## src/rtl/jgda_pkg.sv

```systemverilog
// ----------------------------------------------------------------------------
// jgda_pkg
// Shared widths, word layout and calendar helpers for the day advance block.
// ----------------------------------------------------------------------------
`timescale 1ns / 1ps
`default_nettype none

package jgda_pkg;

  localparam int unsigned YearW  = 16;
  localparam int unsigned MonthW = 4;
  localparam int unsigned DayW   = 5;

  // input word layout
  localparam int unsigned InYearLo  = 0;
  localparam int unsigned InMonthLo = InYearLo + YearW;
  localparam int unsigned InDayLo   = InMonthLo + MonthW;
  localparam int unsigned InBits    = InDayLo + DayW;
  localparam int unsigned InDataW   = ((InBits + 7) / 8) * 8;

  // output word layout
  localparam int unsigned OutYearLo  = 0;
  localparam int unsigned OutMonthLo = OutYearLo + YearW;
  localparam int unsigned OutDayLo   = OutMonthLo + MonthW;
  localparam int unsigned OutLeapBit = OutDayLo + DayW;
  localparam int unsigned OutBits    = OutLeapBit + 1;
  localparam int unsigned OutDataW   = ((OutBits + 7) / 8) * 8;

  typedef logic signed [YearW-1:0] year_t;
  typedef logic [MonthW-1:0]       month_t;
  typedef logic [DayW-1:0]         day_t;

  typedef enum logic {
    FUNC_ADVANCE = 1'b0,
    FUNC_LOAD    = 1'b1
  } func_e;

  localparam year_t  ResetYear  = -16'sd4713;
  localparam month_t ResetMonth = 4'd1;
  localparam day_t   ResetDay   = 5'd1;

  localparam year_t  LastYear      = 16'sd32767;
  localparam year_t  ReformYear    = 16'sd1582;
  localparam month_t ReformMonth   = 4'd10;
  localparam day_t   ReformLastDay = 5'd4;
  localparam day_t   ReformNextDay = 5'd15;
  localparam month_t LastMonth     = 4'd12;
  localparam month_t February      = 4'd2;

  // year divisible by 25, for 0 <= y < 32768
  function automatic logic div25(input logic [YearW-2:0] y);
    logic [9:0] s1;
    logic [7:0] s2;
    logic       hit;
    s1  = 10'(y[14:8]) * 10'd6 + 10'(y[7:0]);
    s2  = 8'(s1[9:5]) * 8'd7 + 8'(s1[4:0]);
    hit = 1'b0;
    for (int i = 0; i < 10; i++) begin
      if (s2 == 8'(i * 25)) hit = 1'b1;
    end
    return hit;
  endfunction

  function automatic logic is_leap(input year_t y);
    logic d4;
    logic d16;
    logic d25;
    d4  = (y[1:0] == 2'b00);
    d16 = (y[3:0] == 4'b0000);
    d25 = div25(y[YearW-2:0]);
    if (y[YearW-1]) begin
      return (y[1:0] == 2'b11);
    end else if (y >= ReformYear) begin
      return (d16 && d25) || (d4 && !d25);
    end else begin
      return d4;
    end
  endfunction

  function automatic day_t month_len(input month_t m, input logic leap);
    day_t len;
    unique case (m) inside
      February:                  len = leap ? 5'd29 : 5'd28;
      4'd4, 4'd6, 4'd9, 4'd11:   len = 5'd30;
      default:                   len = 5'd31;
    endcase
    return len;
  endfunction

endpackage

`default_nettype wire

```

## src/rtl/julian_gregorian_day_advance.sv

```systemverilog
// ----------------------------------------------------------------------------
// julian_gregorian_day_advance
// Julian/Gregorian calendar date register, one day step or load per word.
// ----------------------------------------------------------------------------
// the result word is valid in the cycle after the input word is accepted
// throughput: one word per cycle while the output is not stalled, set by the single date register stage
// the date register doubles as the output register and holds while stalled
// reset: date -4713-01-01 (leap), no output word pending
`timescale 1ns / 1ps
`default_nettype none

module julian_gregorian_day_advance (
  input  wire logic                         clk_i,
  input  wire logic                         rst_ni,
  input  wire logic                         s_tvalid_i,
  output logic                              s_tready_o,
  // load_year, load_month, load_day, zero pad
  input  wire logic [jgda_pkg::InDataW-1:0] s_tdata_i,
  // func
  input  wire logic                         s_tuser_i,
  output logic                              m_tvalid_o,
  input  wire logic                         m_tready_i,
  // year_out, month_out, day_out, leap_out, zero pad
  output logic [jgda_pkg::OutDataW-1:0]     m_tdata_o
);

  jgda_pkg::year_t  year_q, year_d;
  jgda_pkg::month_t month_q, month_d;
  jgda_pkg::day_t   day_q, day_d;
  logic             leap_q, leap_d;
  logic             valid_q, valid_d;
  logic             accept;
  jgda_pkg::day_t   len;
  jgda_pkg::year_t  ld_year;
  jgda_pkg::month_t ld_month;
  jgda_pkg::day_t   ld_day;

  assign s_tready_o = !valid_q || m_tready_i;
  assign accept     = s_tvalid_i && s_tready_o;

  assign ld_year  = s_tdata_i[jgda_pkg::InYearLo  +: jgda_pkg::YearW];
  assign ld_month = s_tdata_i[jgda_pkg::InMonthLo +: jgda_pkg::MonthW];
  assign ld_day   = s_tdata_i[jgda_pkg::InDayLo   +: jgda_pkg::DayW];

  assign len = jgda_pkg::month_len(month_q, leap_q);

  always_comb begin
    year_d  = year_q;
    month_d = month_q;
    day_d   = day_q;
    if (jgda_pkg::func_e'(s_tuser_i) == jgda_pkg::FUNC_LOAD) begin
      year_d  = ld_year;
      month_d = ld_month;
      day_d   = ld_day;
    end else if (year_q == jgda_pkg::ReformYear && month_q == jgda_pkg::ReformMonth &&
                 day_q == jgda_pkg::ReformLastDay) begin
      day_d = jgda_pkg::ReformNextDay;
    end else if (day_q >= len) begin
      if (month_q >= jgda_pkg::LastMonth) begin
        if (year_q != jgda_pkg::LastYear) begin
          year_d  = (year_q == -16'sd1) ? 16'sd1 : year_q + 16'sd1;
          month_d = 4'd1;
          day_d   = 5'd1;
        end
      end else begin
        month_d = month_q + 4'd1;
        day_d   = 5'd1;
      end
    end else begin
      day_d = day_q + 5'd1;
    end
    leap_d = jgda_pkg::is_leap(year_d);
  end

  always_comb begin
    valid_d = valid_q;
    if (accept) begin
      valid_d = 1'b1;
    end else if (m_tready_i) begin
      valid_d = 1'b0;
    end
  end

  always_ff @(posedge clk_i or negedge rst_ni) begin
    if (!rst_ni) begin
      valid_q <= 1'b0;
      year_q  <= jgda_pkg::ResetYear;
      month_q <= jgda_pkg::ResetMonth;
      day_q   <= jgda_pkg::ResetDay;
      leap_q  <= 1'b1;
    end else begin
      valid_q <= valid_d;
      if (accept) begin
        year_q  <= year_d;
        month_q <= month_d;
        day_q   <= day_d;
        leap_q  <= leap_d;
      end
    end
  end

  assign m_tvalid_o = valid_q;

  always_comb begin
    m_tdata_o = '0;
    m_tdata_o[jgda_pkg::OutYearLo  +: jgda_pkg::YearW]  = year_q;
    m_tdata_o[jgda_pkg::OutMonthLo +: jgda_pkg::MonthW] = month_q;
    m_tdata_o[jgda_pkg::OutDayLo   +: jgda_pkg::DayW]   = day_q;
    m_tdata_o[jgda_pkg::OutLeapBit]                     = leap_q;
  end

endmodule

`default_nettype wire

```

## config.mk

```make
export PLATFORM = sky130hd
export DESIGN_NAME = julian_gregorian_day_advance
export DESIGN_NICKNAME = d
export VERILOG_FILES = /design/src/rtl/jgda_pkg.sv /design/src/rtl/julian_gregorian_day_advance.sv
export SDC_FILE = /design/constraint.sdc
export NUM_CORES = 1
export LEC_CHECK = 0
export BUFFER_PORTS_ARGS = -buffer_cell sky130_fd_sc_hd__buf_4
export CORE_MARGIN = 2
export CORE_UTILIZATION = 60
export CTS_BUF_LIST = sky130_fd_sc_hd__clkbuf_4
export CTS_CLUSTER_DIAMETER = 120
export DETAILED_ROUTE_END_ITERATION = 8
export PLACE_DENSITY = 0.93
export SETUP_SLACK_MARGIN = 0.4
export SYNTH_ARGS = -nofsm -noshare
export SYNTH_HDL_FRONTEND = slang
export SYNTH_SLANG_ARGS = --single-unit
```

## constraint.sdc

```tcl
create_clock -name clk_i -period 23.4 [get_ports clk_i]
set_input_delay 4.68 -clock clk_i [delete_from_list [all_inputs] [get_ports clk_i]]
set_output_delay 4.68 -clock clk_i [all_outputs]
set_load 0.01 [all_outputs]
```

==> impl.org, run 1 <==
** GRT
- The first global-routing pass estimated 15,920 um of wire.
- For this run, the total global-route usage over all layers was measured as 0.3007.
- Entering global routing, the biggest net connects 38 pins.
- Number of global-route vias before repair :: 3,399
- The number of antenna violations at the first check in global routing is 0.
- Summed over all layers, the global routing overflow is 0.

** STA
- Slew @ Worst Pin :: 852.4 ps
- Between clock sinks in the finished design, the worst skew comes to 6.038 ps.
- Final sum of negative setup slack :: 0 ps
- Setup repair after global routing left no endpoint under its margin.
- Hold slack final :: 519.7 ps
- Setup violations remaining at the end of the flow were counted as 0.
- Fmax :: 0.08590 GHz
- The count of pins over their slew limit came to 0.
- Dividing the final minimum period by the clock period gives 0.4975.
- Shortest period the worst path allows :: 11,640 ps
- Final hold violation count :: 0
- In this run the tightest slew margin relative to its limit is 0.4257.

** Clock network
- In this run the number of H-tree levels came out at 1.
- The clock reaches the later pin of the worst-skew pair after 350 ps.
- CTS tree :: built
- Root buffer selected by CTS :: sky130_fd_sc_hd__clkbuf_4
- Clock sink total :: 27
- The clock passes through at most 2 buffers.
- Clock transition time at the flip-flop clock pins of the worst setup and hold paths :: 160 ps
- CTS Hold Bufs :: 0
- Clock tree synthesis inserted a total of 3 buffers.
- Buffers added to address setup during post-CTS repair amount to 0.
- In this run, post-CTS repair resized a total of 0 instances.

** Logic synthesis
- Among all flip-flop cells after synthesis, the most frequent one is sky130_fd_sc_hd__dfstp_2.
- Number of unique standard cell types used by synthesis :: 69
- Synth Cell Area :: 0.003659 mm^2
- Top cells by area, synth :: sky130_fd_sc_hd__ha_1 (13%), sky130_fd_sc_hd__dfstp_2 (10%), sky130_fd_sc_hd__dfrtp_1 (8.9%)
- Of the post-synthesis cell area, the dominant cell type holds 0.1300.
- Synthesis inferred 27 register bits.
- Of all cell types, the one taking the most synthesized area is sky130_fd_sc_hd__ha_1.
- During synthesis, Yosys emitted a total of 0 warnings.
- EDFF count, synth :: 0
- Share of synthesized registers carrying an async set or reset :: 1.000
- Share of the yosys chip area belonging to registers :: 0.1895
- After technology mapping, the gate count stands at 459.
- Avg Cell Area, Syn :: 7.971 um^2

** Drt
- The count of nets left with antenna violations once routing finished came out at 0.
- The routed layout has 3,721 vias.
- After the first detailed-routing iteration, the DRC count stood at 410.
- Remaining routing DRC violations :: 0
- Dividing the detail-routed via count by the number of cells gives 6.505.
- After detailed routing, the average wire length per cell comes to 17.05 um.
- Final WL :: 9755 um
- Length of the first detailed-routing pass in iterations :: 5

** Worst hold path
- Tightest Hold Check Type :: flip-flop to flip-flop

** Placement
- Routability-driven placement finished with a final weighted congestion of 0.8828.
- Detailed placement ended at an HPWL of 7492 um.
- Buffers placed on the I/O ports in this run total 57.

** Die
- Row generation in the floorplan step produced 28 rows.
- In this run the horizontal extent of the chip is 82.09 um.
- The floorplan step set the die height to 82.09 um.
- The initial utilization of the core area, before any placement, comes to 0.6179.
- Die area :: 0.006738 mm^2
- The floorplan step defined a core boundary enclosing 0.005921 mm^2.
- In this run the count of I/O pins placed on the die edge is 71.

** Setup path
- Crit path max-delay family :: compound AO/OA/AOI/OAI gates
- The worst setup path is launched from an input port.
- Counting both buffers and inverters, the worst setup path holds a total of 3.
- The worst setup path is captured at a flip-flop.
- Data arrives at the worst endpoint at 11,940 ps.
- At the worst endpoint, the required time is 23,700 ps.
- Setup CP Type :: input port to flip-flop
- Max incr delay on CP :: 560 ps
- Crit-path slowest cell :: sky130_fd_sc_hd__or4_1
- In this design, the critical path's most frequently occurring cell is sky130_fd_sc_hd__a21oi_1.
- Highest net fanout along the worst path :: 37

** Status
- The flow ran to the end, and the final reports show no timing, DRC or antenna violations.

** Finish
- Fraction of final layout cells sized beyond drive strength 1 :: 0.1851
- Layout Area Growth over Synthesis :: 11.80%
- Nets :: 583
- The number of antenna diodes in the final layout is 0.

** Flow run
- Max-cap check violation count :: 0
[placed cells by master, fill, tap and decap left out, drive strengths merged, types with 4 or more instances in the layout]
cell type and count:
nor2 22, inv 37, xor2 6, nor3 11, mux2i 4, and2 5, o211ai 6, a31oi 5
and4 6, nor2b 7, o21ai 39, and3 6, buf 57, xnor2 13, fa 10, nand4 7
dfstp 14, o21a 4, nor3b 4, a21oi 18, a221oi 8, a21o 6, dfrtp 13, o31ai 4
o21bai 5, nand2b 5, nand3 15, conb 6, nor4 4, nand2 55, ha 38
[state kept, by name, indices dropped and copies added (netlist names)]
name	cells
leap_q	1
m_tvalid_o	1
day_q	5
year_q	16
month_q	4
[cells in the mapped netlist, drive strengths merged, types with 7 or more instances]
| library cell | n |
|---|---|
| xnor2 | 13 |
| fa | 10 |
| nor2b | 7 |
| o21ai | 39 |
| buf | 13 |
| nand4 | 7 |
| clkbuf | 15 |
| nor2 | 22 |
| ha | 38 |
| nand3 | 15 |
| nor3 | 11 |
| dfrtp | 13 |
| a221oi | 8 |
| a21oi | 18 |
| inv | 37 |
| dfstp | 14 |
| nand2 | 55 |
[cells by family (layout without fill, tap and decap cells)]
family          Yosys count  in the layout  share of synthesized area
compound gates          122            122                     0.2267
xor+xnor                 19             19                    0.04754
fa+ha+maj                48             48                     0.1847
buf+inv                  65             98                    0.07592
flops                    27             27                     0.1895
mux                       7              7                    0.02018
other cells               1              6                   0.001025
simple gates            170            170                     0.2545
[area by class of cell]
| cell class | count | area, um^2 |
|---|---|---|
| clock buffer | 3 | 22.52 |
| clock inverter | 1 | 7.507 |
| fill | 465 | 1831 |
| inverter | 37 | 138.9 |
| multi-input combinational | 372 | 2706 |
| sequential | 27 | 693.2 |
| tap | 75 | 93.84 |
| timing repair buffer | 57 | 427.9 |
[final timing paths]
check | from | slack, ps | cells after the start | to
worst max register to register | month_q[0]$_DFFE_PN1P_ | 13710 | 33 | leap_q$_DFFE_PN1P_
worst min-delay path | year_q[10]$_DFFE_PN1P_ | 520 | 2 | year_q[10]$_DFFE_PN1P_
worst max-delay path | s_tuser_i | 11760 | 26 | leap_q$_DFFE_PN1P_
max in group asynchronous | rst_ni | 18870 | 1 | year_q[10]$_DFFE_PN1P_
worst min register to register | year_q[10]$_DFFE_PN1P_ | 520 | 2 | year_q[10]$_DFFE_PN1P_
min in group asynchronous | rst_ni | 4200 | 1 | month_q[1]$_DFFE_PN0P_
[worst register-to-register path: cells and delay by family (launching register included)]
kind                     cells  cell delay [ps]
AO/OA/AOI/OAI               15             3220
adder cells (fa/ha/maj)      7             2920
AND/OR/NAND/NOR              5             1830
XOR/XNOR                     3              740
flip-flops                   1              630
multiplexers                 1              170
buffers and inverters        2              120
[per-layer routing]
layer	GRT usage	wire (um)	vias up
li1	-	-	1732
met1	0.4107	3869	1709
met2	0.5041	4694	247
met3	0.04505	983	33
met4	0.06500	208	0
met5	0	0	-
[through the flow]
stage            util  cells  cell area (um^2)  setup WS, ps
4_1_cts        0.6908    572              4090         11890
5_1_grt        0.6908    572              4090         11400
6_report       0.6908    572              4090         11760
3_5_place_dp   0.6858    568              4060         11500
2_1_floorplan       -    464              3677         11980
3_3_place_gp   0.6858    568              4060         11740
Power of run 1 is not shown: default switching activity piles up to over one toggle a cycle in this logic, so the estimate is an artifact.
==> run 2: changes to the inputs <==
--- a/config.mk
+++ b/config.mk
@@ -7,11 +7,11 @@
 export LEC_CHECK = 0
 export BUFFER_PORTS_ARGS = -buffer_cell sky130_fd_sc_hd__buf_4
 export CORE_MARGIN = 2
-export CORE_UTILIZATION = 60
+export CORE_UTILIZATION = 53
 export CTS_BUF_LIST = sky130_fd_sc_hd__clkbuf_4
 export CTS_CLUSTER_DIAMETER = 120
 export DETAILED_ROUTE_END_ITERATION = 8
-export PLACE_DENSITY = 0.93
+export PLACE_DENSITY = 0.87
 export SETUP_SLACK_MARGIN = 0.4
 export SYNTH_ARGS = -nofsm -noshare
 export SYNTH_HDL_FRONTEND = slang
==> constraint.sdc (replaced) <==
create_clock -name clk_i -period 9.8 [get_ports clk_i]
set_input_delay 1.96 -clock clk_i [delete_from_list [all_inputs] [get_ports clk_i]]
set_output_delay 1.96 -clock clk_i [all_outputs]
set_load 0.01 [all_outputs]
==> impl.org, run 2 (same netlist as run 1, synthesis figures left out) <==
** Status
- Status :: finished, final reports clean (unchanged)

** Flow run
- The number of max-capacitance violations reported was 0 (unchanged).

** Setup path
- The highest fanout seen on the critical path was 12 (was 37).
- Crit path max-delay family :: adder cells (was compound AO/OA/AOI/OAI gates)
- The arrival time at the worst endpoint came to 9260 ps (was 11,940 ps).
- The launch point of the critical path is month_q[0]$_DFFE_PN1P_ (was s_tuser_i).
- Count of buffering cells on the critical path with inverters included :: 6 (was 3)
- The critical path capture point type is a flip-flop (unchanged).
- Required time of the critical path :: 10,090 ps (was 23,700 ps)
- The critical register-to-register path startpoint is month_q[0]$_DFFE_PN1P_ (unchanged).
- The stage delay of the slowest cell on the critical path came to 620 ps (was 560 ps).
- The worst-path cell with the longest stage delay is sky130_fd_sc_hd__dfstp_2 (was sky130_fd_sc_hd__or4_1).
- Setup CP Type :: flip-flop to flip-flop (was input port to flip-flop)
- The launching element type of the critical path was a flip-flop (was input port).

** Drt
- The post-detailed-routing wire length came to 9520 um (was 9755 um).
- Overall via count from detail_route :: 3,679 (was 3,721)
- Vias per std cell :: 6.321 (was 6.505)
- The DRC violation total after the first TritonRoute iteration came to 270 (was 410).
- Remaining number of nets flagged by the antenna check after routing :: 0 (unchanged)
- Routed len/inst :: 16.36 um (was 17.05 um)
- The post-route DRC violation count is 0 (unchanged).
- The number of detailed-routing iterations run before antenna repair came to 5 (unchanged).

** STA
- Number of setup violations in the final report :: 0 (unchanged)
- For this run, the top clock speed supported by timing is 0.1115 GHz.
- Final sum of negative setup slack :: 0 ps (unchanged)
- RSZ-0062 raised after global routing :: no (unchanged)
- The post-route clock skew was 5.512 ps (was 6.038 ps).
- Slew @ Worst Pin :: 659.0 ps (was 852.4 ps)
- Fin crit share :: 0.9150
- Final hold violation count :: 0 (unchanged)
- The max-slew headroom at the worst pin was 0.5580 (was 0.4257).
- Shortest period the worst path allows :: 8967 ps
- Count of pins over their slew limit :: 0 (unchanged)

** GRT
- The total congestion overflow came to 0 (unchanged).
- Initial antenna violation count :: 0 (unchanged)
- The largest net degree at the start of global routing came to 38 (unchanged).
- The number of global-route vias before repair is 3,429 (was 3,399).
- The overall routing resource usage came to 0.2551 (was 0.3007).
- The first-pass GRT wire length was 15,700 um (was 15,920 um).

** Placement
- Final estimated routing congestion in global placement :: 0.9113 (was 0.8828)
- Port Buffer Count :: 57 (unchanged)
- The detailed-placement wirelength estimate is 7344 um (was 7492 um).

** Clock network
- The root cell of the clock tree is sky130_fd_sc_hd__clkbuf_4 (unchanged).
- Buffer levels on the longest clock path :: 2 (unchanged)
- The number of clock sinks was 27 (unchanged).
- The later-pin clock latency in the skew report is 340 ps (was 350 ps).
- CTS tree :: built (unchanged)
- The number of clock buffers inserted by TritonCTS was 3 (unchanged).
- The clock slew at the register clock pins of the worst setup and hold paths came to 160 ps (about the same).
- The number of H-tree levels is 1 (unchanged).
- The post-cts hold buffer count was 0 (unchanged).

** Finish
- Fraction of final layout cells sized beyond drive strength 1 :: 0.2092 (was 0.1851)
- The area taken by flip-flops and latches came to 693.2 um^2 (unchanged).
- Filler cell count :: 587 (was 465)
- The most common cell after layout, fill and taps aside was sky130_fd_sc_hd__buf_4 (unchanged).
- The number of diodes added for antenna fixing was 0 (unchanged).
- Number of flip-flops under the largest register name :: 16 (unchanged)
- Leading registers by flop count :: year_q x16, day_q x5, month_q x4 (unchanged)
- Multi-input gate area :: 0.002741 mm^2 (was 0.002706 mm^2)
- Most frequent cells in the layout: sky130_fd_sc_hd__buf_4 (62), sky130_fd_sc_hd__nand2_1 (55), sky130_fd_sc_hd__o21ai_0 (38), sky130_fd_sc_hd__ha_1 (38), sky130_fd_sc_hd__inv_1 (37) (was sky130_fd_sc_hd__buf_4 (57), sky130_fd_sc_hd__nand2_1 (55), sky130_fd_sc_hd__o21ai_0 (39)).
- Layout Area Growth over Synthesis :: 13.95% (was 11.80%)
- The largest register by flop count was year_q (unchanged).
- The final layout net count came to 588 (was 583).

** Worst hold path
- Worst hold start :: day_q[0]$_DFFE_PN1P_ (was year_q[10]$_DFFE_PN1P_)
- Tightest Hold Check Type :: flip-flop to flip-flop (unchanged)

** Die
- I/O pin count :: 71 (unchanged)
- The area of the core was 0.006719 mm^2 (was 0.005921 mm^2).
- Die extent in x :: 87.09 um (was 82.09 um)
- The number of placement rows came to 30 (was 28).
- The initial core utilization is 0.5445 (was 0.6179).
- Die area :: 0.007584 mm^2 (was 0.006738 mm^2)
- The height of the chip is 87.09 um (was 82.09 um).
==> run 2: cell count changes in the layout (fill, tap and decap cells not counted), moves of 2 or more <==
cell	before	now
sky130_fd_sc_hd__a21oi_1	18	16
sky130_fd_sc_hd__a21oi_2	0	2
sky130_fd_sc_hd__buf_4	57	62
sky130_fd_sc_hd__xnor2_1	12	10
sky130_fd_sc_hd__xnor2_2	1	3
==> run 2: final cells by class <==
cell class / instances / area share
Sequential cell: 27 / 0.1663
Tap cell: 80 / 0.02401
Inverter: 37 / 0.03331
Clock buffer: 4 / 0.007203
Timing Repair Buffer: 62 / 0.1116
Multi-Input combinational cell: 372 / 0.6576
==> run 2: worst paths after layout <==
kind,to,slack (ps),depth (start not counted)
worst max-delay path,leap_q$_DFFE_PN1P_,830,37
worst min-delay path,day_q[0]$_DFFE_PN1P_,530,2
worst max register to register,leap_q$_DFFE_PN1P_,830,37
worst min register to register,day_q[0]$_DFFE_PN1P_,530,2
max in group asynchronous,year_q[11]$_DFFE_PN1P_,7990,1
min in group asynchronous,month_q[1]$_DFFE_PN0P_,1500,1
==> run 2: worst register-to-register path: cells and delay by family, from the launching register on <==
family / cells / cell delay [ps]
AOI/OAI and AO/OA: 15 / 2590
adders and majority gates: 8 / 2970
buffers and inverters: 6 / 600
DFF: 1 / 620
muxes: 1 / 410
and+or+nand+nor: 7 / 1720
==> run 2: metal layers <==
metal	part of all wire	vias up	global-route usage
li1	-	1741	-
met1	0.44	1718	0.3599
met3	0.076	31	0.03412
met4	0.024	0	0.08665
met2	0.46	189	0.4011
met5	0	-	0
==> run 2: timing repair <==
action | CTS | global route
gates resized for setup | 0 | 9
setup buffers | 0 | 1
setup endpoints to repair | 0 | 1
==> run 2: per-stage QoR <==
| step | hold WS [ps] | cells | worst slack [ps] | utilization | instance area (um^2) |
|---|---|---|---|---|---|
| after floorplan | 486.8 | 464 | 1102 | - | 3677 |
| after global placement | 498.6 | 577 | 922.7 | 0.6097 | 4096 |
| after detailed placement | 508.5 | 577 | 551.2 | 0.6097 | 4096 |
| after CTS | 529.2 | 581 | 527.5 | 0.6142 | 4126 |
| after global routing | 541.6 | 582 | 384.8 | 0.6205 | 4169 |
| final | 526.0 | 582 | 833.5 | 0.6205 | 4169 |
Power of run 2 is left out for the same reason.
==> run 3: changes to the inputs <==
--- a/config.mk
+++ b/config.mk
@@ -12,6 +12,7 @@
 export CTS_CLUSTER_DIAMETER = 120
 export DETAILED_ROUTE_END_ITERATION = 8
 export PLACE_DENSITY = 0.87
+export REMOVE_ABC_BUFFERS = 1
 export SETUP_SLACK_MARGIN = 0.4
 export SYNTH_ARGS = -nofsm -noshare
 export SYNTH_HDL_FRONTEND = slang
==> impl.org, run 3 (same netlist as run 1, synthesis figures left out) <==
** Finish
- The most common cell after layout, fill and taps aside is sky130_fd_sc_hd__buf_4 (unchanged).
- The number of flip-flops in the largest register came to 16 (unchanged).
- The fill cell total of the finished layout was 586 (was 587).
- The final layout net count was 586 (was 588).
- Most frequent cells in the layout :: sky130_fd_sc_hd__buf_4 (60), sky130_fd_sc_hd__nand2_1 (55), sky130_fd_sc_hd__o21ai_0 (39) (was sky130_fd_sc_hd__buf_4 (62), sky130_fd_sc_hd__nand2_1 (55), sky130_fd_sc_hd__o21ai_0 (38), sky130_fd_sc_hd__ha_1 (38), sky130_fd_sc_hd__inv_1 (37))
- Post-route cell area :: 0.004159 mm^2 (was 0.004169 mm^2)
- Top register by number of flip-flops :: year_q (unchanged)
- The number of diodes added for antenna fixing was 0 (unchanged).
- The fraction of final layout cells sized beyond drive strength 1 is 0.2060 (was 0.2092).
- Leading registers by flop count :: year_q x16, day_q x5, month_q x4 (unchanged)
- Layout Area Growth over Synthesis :: 13.68% (was 13.95%)
- The area taken by flip-flops and latches was 693.2 um^2 (unchanged).
- Multi-input gate area :: 0.002749 mm^2 (was 0.002741 mm^2)

** Drt
- The final antenna-violating net count came to 0 (unchanged).
- The routed length per instance is 16.08 um (was 16.36 um).
- The via total after detailed routing came to 3,628 (was 3,679).
- Drt first-iter violations :: 271 (was 270)
- The post-detailed-routing wire length was 9329 um (was 9520 um).
- Length of the first detailed-routing pass in iterations :: 5 (unchanged)
- The via count normalized by instance count was 6.255 (was 6.321).
- The post-route DRC violation count came to 0 (unchanged).

** Clock network
- Clock sink total :: 27 (unchanged)
- The number of clock buffers inserted by TritonCTS was 3 (unchanged).
- The number of buffers on the longest clock path was 2 (unchanged).
- CTS tree :: built (unchanged)
- The number of H-tree levels is 1 (unchanged).
- The clock slew at the register clock pins of the worst setup and hold paths was 160 ps (about the same).
- The root cell of the clock tree is sky130_fd_sc_hd__clkbuf_4 (unchanged).
- The later-pin clock latency in the skew report came to 340 ps (about the same).

** Setup path
- Type of origin of the critical path :: flip-flop (unchanged)
- The highest fanout seen on the critical path was 11 (was 12).
- The data required time at the worst endpoint was 10,090 ps (about the same).
- The stage delay of the slowest cell on the critical path is 630 ps (was 620 ps).
- The worst-path cell with the longest stage delay is sky130_fd_sc_hd__dfstp_2 (unchanged).
- Setup CP Type :: flip-flop to flip-flop (unchanged)
- The arrival time at the worst endpoint was 9040 ps (was 9260 ps).
- The critical path capture point type is a flip-flop (unchanged).
- Counting stages on the worst path, the most repeated cell is sky130_fd_sc_hd__ha_1.

** Die
- Initial Utilization :: 0.5445 (unchanged)
- The width of the die was 87.09 um (unchanged).
- The area of the core was 0.006719 mm^2 (unchanged).
- Die area :: 0.007584 mm^2 (unchanged)
- I/O pin count :: 71 (unchanged)
- The height of the chip was 87.09 um (unchanged).
- Row count :: 30 (unchanged)

** Worst hold path
- The worst min-delay path category is flip-flop to flip-flop (unchanged).

** STA
- Final sum of negative setup slack :: 0 ps (unchanged)
- Max-slew headroom :: 0.5058 (was 0.5580)
- The slew of the pin with the lowest slew margin is 736.9 ps (was 659.0 ps).
- Final hold violation count :: 0 (unchanged)
- The worst hold slack after final layout is 534.4 ps (was 526.0 ps).
- RSZ-0062 raised after global routing :: no (unchanged)
- The count of pins over their slew limit came to 0 (unchanged).
- Final setup skew :: 3.704 ps (was 5.512 ps)
- The maximum operating frequency came to 0.1143 GHz (was 0.1115 GHz).
- Shortest period the worst path allows :: 8750 ps (was 8967 ps)
- The final clock period utilization by the worst path came to 0.8929 (was 0.9150).
- The setup-violating endpoint count in the final report is 0 (unchanged).

** GRT
- Global route total overflow :: 0 (unchanged)
- The first-pass GRT wire length was 15,460 um (was 15,700 um).
- The overall routing resource usage was 0.2475 (was 0.2551).
- The largest net degree at the start of global routing came to 37 (was 38).
- The number of antenna violations at the first check in global routing is 0 (unchanged).
- The number of global-route vias before repair came to 3,293 (was 3,429).

** Placement
- The final RePlAce weighted congestion came to 0.8900 (was 0.9113).
- The detailed-placement wirelength estimate was 7074 um (was 7344 um).
- The total placed instance area came to 0.004081 mm^2 (was 0.004096 mm^2).
- Port Buffer Count :: 57 (unchanged)

** Flow run
- Max-cap check violation count :: 0 (unchanged)

** Status
- Status: finished, final reports clean (unchanged).
## run 3: per-stage QoR
stage            util  instances  setup WS, ps
2_1_floorplan       -        436          1444
3_3_place_gp   0.6074        575         993.0
3_5_place_dp   0.6074        575         809.7
4_1_cts        0.6115        579         759.3
5_1_grt        0.6190        580         402.4
6_report       0.6190        580          1050
## run 3: critical path, delay by kind of cell (launching register included)
kind	cells	cell delay, ps
buffers and inverters	4	280
xor gates and xnor gates	4	960
and+or+nand+nor	6	1850
adders and majority gates	8	2880
AOI/OAI and AO/OA	14	2070
DFF	1	630
## run 3: area by class of cell
type | instances | share of cell area
multi-input cells | 372 | 0.6610
flip-flops and latches | 27 | 0.1667
repair buffers | 60 | 0.1083
inverters | 37 | 0.03339
well taps | 80 | 0.02407
clock buffers | 3 | 0.005415
clock inverters | 1 | 0.001203
## run 3: worst paths after layout
kind / start / to / slack, ps / depth (start not counted)
worst max-delay path: month_q[0]$_DFFE_PN1P_ / leap_q$_DFFE_PN1P_ / 1050 / 36
worst min-delay path: day_q[0]$_DFFE_PN1P_ / day_q[0]$_DFFE_PN1P_ / 530 / 2
worst max register to register: month_q[0]$_DFFE_PN1P_ / leap_q$_DFFE_PN1P_ / 1050 / 36
worst min register to register: day_q[0]$_DFFE_PN1P_ / day_q[0]$_DFFE_PN1P_ / 530 / 2
max in group asynchronous: rst_ni / year_q[7]$_DFFE_PN1P_ / 7990 / 1
min in group asynchronous: rst_ni / month_q[2]$_DFFE_PN0P_ / 1500 / 1
## run 3: layer usage
| layer | global-route usage | share of wire | vias up |
|---|---|---|---|
| met3 | 0.02749 | 0.075 | 14 |
| met4 | 0.04830 | 0.0086 | 0 |
| met1 | 0.3540 | 0.44 | 1707 |
| met5 | 0 | 0 | - |
| li1 | - | - | 1741 |
| met2 | 0.4053 | 0.48 | 166 |
## run 3: repair_timing
action | in CTS | in global routing
resized for setup | 0 | 8
hold buffers | 0 | 0
buffers inserted | 0 | 1
setup endpoints to repair | 0 | 1
Power of run 3 is left out for the same reason.
